File: config.mk
export PLATFORM = sky130hd
export DESIGN_NAME = ths_axis
export DESIGN_NICKNAME = d
export VERILOG_FILES = /design/src/design/ths_pkg.sv /design/src/design/ths_axis.sv
export SDC_FILE = /design/constraint.sdc
export NUM_CORES = 1
export LEC_CHECK = 0
export BUFFER_PORTS_ARGS = -buffer_cell sky130_fd_sc_hd__buf_4
export CELL_PAD_IN_SITES_DETAIL_PLACEMENT = 2
export CELL_PAD_IN_SITES_GLOBAL_PLACEMENT = 2
export CORE_UTILIZATION = 32
export DETAILED_ROUTE_END_ITERATION = 6
export PLACE_DENSITY = 0.78
export SLEW_MARGIN = 20
export SYNTH_ARGS = -nofsm -noshare
export SYNTH_HDL_FRONTEND = slang
export SYNTH_SLANG_ARGS = --single-unit
export TNS_END_PERCENT = 20
File: constraint.sdc
create_clock -name clk -period 4.1 [get_ports clk]
set_input_delay 0.615 -clock clk [delete_from_list [all_inputs] [get_ports clk]]
set_output_delay 0.615 -clock clk [all_outputs]
set_load 0.005 [all_outputs]
File: src/design/ths_pkg.sv
// ----------------------------------------------------------------------------
// ths_pkg: shared types and constants for the three-axis homing sequencer
// Request, result and configuration payloads, phase codes and reset values.
// ----------------------------------------------------------------------------
package ths_pkg;

    localparam int POS_WIDTH_DEF = 32;
    localparam int OUT_POS_W     = 32;
    localparam int PERIOD_W      = 16;
    localparam int SETTLE_W      = 24;
    localparam int STEPS_W       = 16;
    localparam int CFG_IDX_W     = 3;
    localparam int CFG_DATA_W    = 24;
    localparam int PHASE_W       = 3;

    // axis phases
    localparam logic [PHASE_W-1:0] PH_IDLE    = 3'd0;
    localparam logic [PHASE_W-1:0] PH_WAIT    = 3'd1;
    localparam logic [PHASE_W-1:0] PH_SEEK    = 3'd2;
    localparam logic [PHASE_W-1:0] PH_SETTLE  = 3'd3;
    localparam logic [PHASE_W-1:0] PH_BACKOFF = 3'd4;
    localparam logic [PHASE_W-1:0] PH_DONE    = 3'd5;

    // configuration register indexes
    localparam logic [CFG_IDX_W-1:0] CFG_STEP_PERIOD   = 3'd0;
    localparam logic [CFG_IDX_W-1:0] CFG_Z_BACKOFF_PER = 3'd1;
    localparam logic [CFG_IDX_W-1:0] CFG_SETTLE        = 3'd2;
    localparam logic [CFG_IDX_W-1:0] CFG_BACKOFF_XY    = 3'd3;
    localparam logic [CFG_IDX_W-1:0] CFG_BACKOFF_Z     = 3'd4;

    // configuration reset values
    localparam logic [PERIOD_W-1:0] RST_STEP_PERIOD   = 16'd200;
    localparam logic [PERIOD_W-1:0] RST_Z_BACKOFF_PER = 16'd200;
    localparam logic [SETTLE_W-1:0] RST_SETTLE        = 24'd500000;
    localparam logic [STEPS_W-1:0]  RST_BACKOFF_XY    = 16'd2000;
    localparam logic [STEPS_W-1:0]  RST_BACKOFF_Z     = 16'd150;

    typedef struct packed {
        logic start_req;
        logic x_max_open;
        logic y_max_open;
        logic z_min_open;
    } tick_t;

    typedef struct packed {
        logic                        x_step;
        logic                        x_dir;
        logic                        y_step;
        logic                        y_dir;
        logic                        z_step;
        logic                        z_dir;
        logic                        homed;
        logic signed [OUT_POS_W-1:0] x_pos;
        logic signed [OUT_POS_W-1:0] y_pos;
        logic signed [OUT_POS_W-1:0] z_pos;
    } result_t;

    typedef struct packed {
        logic [CFG_IDX_W-1:0]  index;
        logic [CFG_DATA_W-1:0] value;
    } cfg_t;

    // per-tick control from the sequencer to one axis
    typedef struct packed {
        logic tick;      // a request is accepted this cycle
        logic arm;       // a run starts on this request
        logic arm_seek;  // armed axis goes straight to seek
        logic resume;    // a waiting axis may begin seeking
    } axis_ctrl_t;

    typedef struct packed {
        logic [PHASE_W-1:0] phase;
        logic               step;
        logic               dir;
    } axis_stat_t;

endpackage

File: src/design/ths_axis.sv
// ----------------------------------------------------------------------------
// ths_axis: one homing axis
// Wait if so armed, then seek, settle, back off and zero; holds the axis state and its position.
// ----------------------------------------------------------------------------
module ths_axis #(
    parameter int   POS_WIDTH = ths_pkg::POS_WIDTH_DEF,
    parameter logic SEEK_POS  = 1'b1
) (
    input  logic                           clk,
    input  logic                           rst_n,
    input  ths_pkg::axis_ctrl_t            ctrl,
    input  logic                           sw_open,
    input  logic [ths_pkg::PERIOD_W-1:0]   period,
    input  logic [ths_pkg::STEPS_W-1:0]    steps,
    input  logic [ths_pkg::SETTLE_W-1:0]   settle_ticks,
    output ths_pkg::axis_stat_t            stat,
    output logic [POS_WIDTH-1:0]           pos
);
    import ths_pkg::*;

    logic [PHASE_W-1:0]   phase_reg, phase_next;
    logic [PERIOD_W-1:0]  period_reg, period_next;
    logic [SETTLE_W-1:0]  settle_reg, settle_next;
    logic [STEPS_W-1:0]   backoff_reg, backoff_next;
    logic [POS_WIDTH-1:0] pos_reg, pos_next;
    logic                 step_reg, step_next;

    logic [PHASE_W-1:0]   ph;
    logic [PERIOD_W-1:0]  pc;
    logic [PERIOD_W-1:0]  reload;

    // a zero period acts as one
    assign reload = (period == '0) ? '0 : period - PERIOD_W'(1);

    always_comb
    begin
        phase_next   = phase_reg;
        period_next  = period_reg;
        settle_next  = settle_reg;
        backoff_next = backoff_reg;
        pos_next     = pos_reg;
        step_next    = step_reg;
        ph           = phase_reg;
        pc           = period_reg;
        if (ctrl.tick)
        begin
            step_next = 1'b0;
            if (ctrl.arm)
            begin
                phase_next   = ctrl.arm_seek ? PH_SEEK : PH_WAIT;
                period_next  = '0;
                settle_next  = '0;
                backoff_next = '0;
            end
            else
            begin
                // leaving wait runs the first seek decision in the same tick
                if (ph == PH_WAIT && ctrl.resume)
                begin
                    ph = PH_SEEK;
                    pc = '0;
                end
                phase_next  = ph;
                period_next = pc;
                case (ph)
                    PH_SEEK:
                    begin
                        if (!sw_open)
                        begin
                            phase_next  = PH_SETTLE;
                            settle_next = '0;
                        end
                        else if (pc == '0)
                        begin
                            step_next   = 1'b1;
                            period_next = reload;
                        end
                        else
                        begin
                            period_next = pc - PERIOD_W'(1);
                        end
                    end
                    PH_SETTLE:
                    begin
                        if (settle_reg >= settle_ticks)
                        begin
                            phase_next   = PH_BACKOFF;
                            backoff_next = steps;
                            period_next  = '0;
                        end
                        else
                        begin
                            settle_next = settle_reg + SETTLE_W'(1);
                        end
                    end
                    PH_BACKOFF:
                    begin
                        if (backoff_reg == '0)
                        begin
                            pos_next   = '0;
                            phase_next = PH_DONE;
                        end
                        else if (pc == '0)
                        begin
                            step_next    = 1'b1;
                            backoff_next = backoff_reg - STEPS_W'(1);
                            period_next  = reload;
                        end
                        else
                        begin
                            period_next = pc - PERIOD_W'(1);
                        end
                    end
                    default:
                    begin
                    end
                endcase
                if (step_next)
                begin
                    if ((ph == PH_BACKOFF) ? !SEEK_POS : SEEK_POS)
                        pos_next = pos_reg + POS_WIDTH'(1);
                    else
                        pos_next = pos_reg - POS_WIDTH'(1);
                end
            end
        end
    end

    always_ff @(posedge clk or negedge rst_n)
    begin
        if (!rst_n)
        begin
            phase_reg   <= PH_IDLE;
            period_reg  <= '0;
            settle_reg  <= '0;
            backoff_reg <= '0;
            pos_reg     <= '0;
            step_reg    <= 1'b0;
        end
        else
        begin
            phase_reg   <= phase_next;
            period_reg  <= period_next;
            settle_reg  <= settle_next;
            backoff_reg <= backoff_next;
            pos_reg     <= pos_next;
            step_reg    <= step_next;
        end
    end

    assign stat.phase = phase_reg;
    assign stat.step  = step_reg;
    assign stat.dir   = (phase_reg == PH_BACKOFF) ? !SEEK_POS : SEEK_POS;
    assign pos        = pos_reg;

endmodule
# Yosys cells after proc, flatten, opt, wreduce, memory -nomap -nowiden
# Index checks and enable logic that the tools add are counted.
[op_classes]
addsub = 6
n_lt_le_gt_ge = 1
eq_ne = 10
n_mux = 40
bitwise = 1
n_reduce_logical = 11
[ops]
columns = ["cell", "count"]
rows = [
  ["$mux W16", 13],
  ["$mux W32", 4],
  ["$mux W24", 3],
  ["$logic_not A16 Y1", 3],
  ["$pmux W16 S3", 1],
  ["$pmux W24 S2", 1],
  ["$sub A16 B1 Y16 const B", 3],
  ["$add A32 B1 Y32 const B", 1],
  ["$pmux W16 S2", 1],
  ["$sub A32 B1 Y32 const B", 1],
  ["$add A24 B1 Y24 const B", 1],
  ["$ge A24 B24 Y1", 1],
  ["$mux W3", 7],
  ["$ne A3 B3 Y1 const B", 5],
  ["$pmux W3 S3", 1],
  ["$reduce_and A4 Y1", 2],
  ["$mux W1", 7],
  ["$eq A3 B2 Y1 const B", 2],
  ["$eq A3 B3 Y1 const B", 2],
  ["$reduce_bool A3 Y1", 2],
  ["$reduce_and A5 Y1", 1],
  ["$reduce_bool A2 Y1", 2],
  ["$eq A3 B1 Y1 const B", 1],
  ["$mux W2", 1],
  ["other kinds (3)", 3],
]
[word_totals]
reg_bits = 92
input_bits = 63
out_inout_bits = 37

# Logic depth before layout (Yosys ltp)
[depth]
ltp_word = 13
mapped_depth = 15

# Least setup slack after synthesis
# OpenSTA, ideal clock, no wires.
[synth_path]
path_kind = "flip-flop to flip-flop"
start = "register phase_reg[1]"
end = "register pos_reg[29], in the netlist pos[29]"
arrival_ps = 3870
required_ps = 4031
path_slack_ps = 161
path_stages_with_launch = 16
n_path_buf = 3
synth_period_minus_slack_ps = 3939
cell_sequence = "dfrtp_1 > buf_4 > inv_2 > nand3_1 > inv_1 > clkbuf_1 > ha_1 > clkbuf_1 > a21oi_1 > nor2_1 > o21ai_0 > nand3_1 > o221ai_1 > o211ai_1 > or4_1 > nand3_1"
[synth_between]
elab_chain_cells = 13
[synth_rtl]
columns = ["item", "line", "source"]
rows = [
  ["from (decl)", "ths_axis.sv:21", "logic [PHASE_W-1:0] phase_reg, phase_next;"],
  ["from (signal assigned)", "ths_axis.sv:142", "phase_reg <= phase_next;"],
  ["$eq A3 B1 Y1", "ths_axis.sv:58", "if (ph == PH_WAIT && ctrl.resume)"],
  ["$logic_and A1 B1 Y1", "ths_axis.sv:58", ""],
  ["$mux W16", "ths_axis.sv:58", ""],
  ["$mux W16", "ths_axis.sv:48", "if (ctrl.arm)"],
  ["$mux W16", "ths_axis.sv:45", "if (ctrl.tick)"],
  ["$logic_not A16 Y1", "ths_axis.sv:73, ths_axis.sv:103", ""],
  ["$mux W1", "ths_axis.sv:73, ths_axis.sv:103", ""],
  ["$mux W1 (on tied branches)", "ths_axis.sv:98, ths_axis.sv:68", ""],
  ["$pmux W1 S2", "ths_axis.sv:65", "case (ph)"],
  ["$mux W1", "ths_axis.sv:48", ""],
  ["$mux W1", "ths_axis.sv:45", ""],
  ["$reduce_bool A2 Y1 (no line)", "n/a", ""],
  ["$reduce_and A4 Y1 (no line)", "n/a", ""],
  ["to (signal assigned)", "ths_axis.sv:146", "pos_reg <= pos_next;"],
  ["to (decl)", "ths_axis.sv:25", "logic [POS_WIDTH-1:0] pos_reg, pos_next;"],
]
# Several ways; a longest one is shown, not always the timed one. The select of a mux whose other input is x is not followed.
# A chain may end at the register's enable or synchronous reset.

# Worst setup path in the final report
[layout_path]
start = "register phase_reg[0]"
end = "register pos_reg[30], in the netlist pos[30]"
# Same word-level chain as after synthesis.

==> Flow_metrics.wiki <==
{| class="wikitable"
! Metric !! Value
|-
| WP data required || 4330 ps
|-
| GR Overflow Total || 0
|-
| Total number of yosys warnings || 0
|-
| Sinks on Clock Net || 92
|-
| Lkg Pwr || 4.26 nW
|-
| Relative slew slack || 34.4%
|-
| Startpoint of the lowest-slack register-to-register path || phase_reg[0]
|-
| Hold Slack || 351 ps
|-
| Final Instance Area || 9330 um2
|-
| Class of the tightest hold or removal check || in2async
|-
| Final HPWL from detailed placement || 21000 um
|-
| DRC violation count after routing || 0
|-
| Most used DFF post-synth || sky130_fd_sc_hd__dfrtp_1
|-
| Slew Viols, Final || 0
|-
| Critical path class || reg2reg
|-
| Leading cell types in the layout, fill and taps excluded || 126 x sky130_fd_sc_hd__buf_4, 107 x sky130_fd_sc_hd__nand2_1, 92 x sky130_fd_sc_hd__dfrtp_1, 73 x sky130_fd_sc_hd__a21oi_1, 69 x sky130_fd_sc_hd__o21ai_0
|-
| Final worst clock skew || 5.73 ps
|-
| Worst reg-to-reg path cell count || 13
|-
| Final-layout fill cell count || 2726
|-
| Pre-CTS setup slack || 428 ps
|-
| RSZ-0062 raised after global routing || false
|-
| Count of routing violations after the opening detailed-route iteration || 360
|-
| Multi-input combinational cell area || 5150 um2
|-
| Number of nets in the synthesized netlist || 1103
|-
| Initial antenna violation count || 0
|-
| Die height || 159 um
|-
| Worst-case clock buffer depth || 2
|-
| Crit-path slowest cell || sky130_fd_sc_hd__a21boi_0
|-
| GRT Util Overall || 23.1%
|-
| Tot Pwr || 4.54 mW
|-
| Family with the most delay on the worst path || compound AO/OA/AOI/OAI gates
|-
| Cell area after placement || 9030 um2
|-
| Maximum achievable frequency || 271 MHz
|-
| Total power density per cell area || 486 nW/um2
|-
| Routability cong. || 0.860
|-
| Count of hold-fix buffers inserted at cts || 0
|-
| Synth top area share || 29.3%
|-
| WP buf/inv || 3
|-
| Count of buffers inserted at the top-level ports || 99
|-
| Kind of launch point of the worst setup path || register
|-
| Global-route wire length before repair || 45500 um
|-
| Largest driver fanout on the critical path || 29
|-
| Mapped Avg Cell Area || 8.02 um2
|-
| Total Routed Length || 28000 um
|-
| Largest net degree at the start of global routing || 57
|-
| Overall die width || 159 um
|-
| Setup repair bufs after CTS || 0
|-
| Ratio of cells with drive above 1 in the final layout || 14.8%
|-
| Drt pass-1 iters || 4
|-
| Total number of placement rows || 56
|-
| Post-cts resize count || 0
|-
| Sequential standard cell area || 2300 um2
|-
| Hold Vio Cnt, Final || 0
|-
| Count of placed standard cells including taps || 1378
|-
| R2R Setup Slk || 410 ps
|-
| Via density per instance || 5.73
|-
| Antenna diode count || 0
|-
| Result of the run || completed
|-
| Floorplan die area || 25200 um2
|-
| Setup Total Neg Slack || 0 ps
|-
| Flop and latch count out of synthesis || 92
|-
| Initial Utilization || 33.0%
|-
| Worst slew pin tran || 985 ps
|-
| Final setup viols || 0
|-
| Vias in the first global route || 8567
|-
| Flip-flop count of the largest register after layout || 32
|-
| Clock latency at the later pin of the worst-skew pair || 360 ps
|-
| Layout Area Growth over Synthesis || 18.9%
|-
| Cells after Synth || 979
|-
| DR vias || 7984
|-
| R2R Path End || pos[30]
|-
| Count of pins on the block boundary || 100
|-
| Min Clock Period, post-route || 3690 ps
|-
| Post-Syn Area || 7850 um2
|-
| Maximum level of the CTS H-tree || 3
|-
| TritonCTS clock tree || done
|-
| Peak supply drop || 0.238 mV
|-
| Most frequent standard cell in the layout excluding fill and tap cells || sky130_fd_sc_hd__buf_4
|-
| Proportion of synthesized flip-flops having asynchronous set or reset || 100%
|-
| Count of unique library cells instantiated by Yosys || 77
|-
| PnR worst setup slack || 411 ps
|-
| Layout net count || 1194
|-
| Arrival time of the worst setup path || 3920 ps
|-
| Clock slew at the register clock pins of the worst setup and hold paths || 70 ps
|-
| DRT antenna net count || 0
|-
| Library cell with the largest summed area after synthesis || sky130_fd_sc_hd__dfrtp_1
|-
| Synth area leaders || sky130_fd_sc_hd__dfrtp_1 29%, sky130_fd_sc_hd__ha_1 9.6%, sky130_fd_sc_hd__nand2_1 5.1%
|-
| Count of maximum capacitance violations || 0
|-
| Most prevalent standard cell on the critical path || sky130_fd_sc_hd__o2111ai_1
|-
| Final routed wire length divided by cell count || 20.1 um
|-
| Register area share after synthesis || 29.3%
|-
| Sequence of cells on the critical path || inv_2 -> nand3_1 -> inv_1 -> buf_12 -> ha_1 -> a211oi_1 -> nor3_1 -> o2111ai_1 -> a21boi_0 -> a31oi_1 -> o211a_1 -> o2111ai_1 -> nand3b_1
|-
| Number of synthesized flops with an enable pin || 0
|-
| Placeable core area || 23800 um2
|-
| Finished Layout Cells || 1393
|-
| Period Utilization, post-route || 90.0%
|-
| Inserted Clock Buffers || 9
|-
| Element type at the critical path end || register
|-
| Cell at the root of the clock tree || sky130_fd_sc_hd__clkbuf_16
|-
| Biggest cell delay along the critical path || 630 ps
|-
| Utilization after layout || 39.3%
|}
==> layer usage <==
layer	up-vias	track usage [%]	share of wire, %
li1	3819	-	-
met1	4016	31.3	49
met2	124	38.8	47
met3	25	2.15	3.0
met4	0	7.23	1.6
met5	-	0	0
==> worst max path at each step <==
stage / start / to / slack, ps / cells after the start
CTS: phase_reg[0] / pos[30] / 410 / 13
finish: phase_reg[0] / pos[30] / 410 / 13
detailed placement: phase_reg[0] / pos[30] / 430 / 13
floorplan: phase_reg[1] / pos[29] / 160 / 15
global placement: phase_reg[0] / pos[28] / 620 / 13
global route: phase_reg[0] / pos[28] / 70 / 13
==> area by class of cell <==
class                   instances  area share [%]
clock buffers                  14            2.94
multi-input cells             784            55.2
inverters                      56            2.25
clock inverters                 1           0.322
repair buffers                127            10.3
flip-flops and latches         92            24.7
well taps                     319            4.28
==> logic make-up after synthesis <==
logic type                 after synthesis  share of synthesized area (%)
AOI/OAI and AO/OA                      355                           30.2
and+or+nand+nor                        319                           20.0
buffers and inverters                  103                           5.15
DFF                                     92                           29.3
adders and majority gates               61                           9.82
xor gates and xnor gates                47                           5.24
muxes                                    2                          0.255
==> report_power, final <==
group | total (mW) | switching, mW | internal, mW | leakage, nW
Sequential | 1.34 | 0.249 | 1.09 | 1.26
Clock | 0.918 | 0.396 | 0.522 | 0.149
Combinational | 2.28 | 1.36 | 0.921 | 2.85
Total | 4.54 | 2.00 | 2.53 | 4.26
==> Yosys cell counts, types with 19 or more instances <==
| library cell | count |
|---|---|
| sky130_fd_sc_hd__a21o_1 | 19 |
| sky130_fd_sc_hd__a21oi_1 | 74 |
| sky130_fd_sc_hd__a31oi_1 | 22 |
| sky130_fd_sc_hd__clkbuf_1 | 38 |
| sky130_fd_sc_hd__dfrtp_1 | 92 |
| sky130_fd_sc_hd__ha_1 | 60 |
| sky130_fd_sc_hd__inv_1 | 53 |
| sky130_fd_sc_hd__nand2_1 | 107 |
| sky130_fd_sc_hd__nand3_1 | 19 |
| sky130_fd_sc_hd__nor2_1 | 59 |
| sky130_fd_sc_hd__nor3_1 | 28 |
| sky130_fd_sc_hd__o21ai_0 | 69 |
| sky130_fd_sc_hd__o21ai_1 | 33 |
| sky130_fd_sc_hd__xnor2_1 | 33 |
Note: power is estimated with default switching activity, not from simulation.
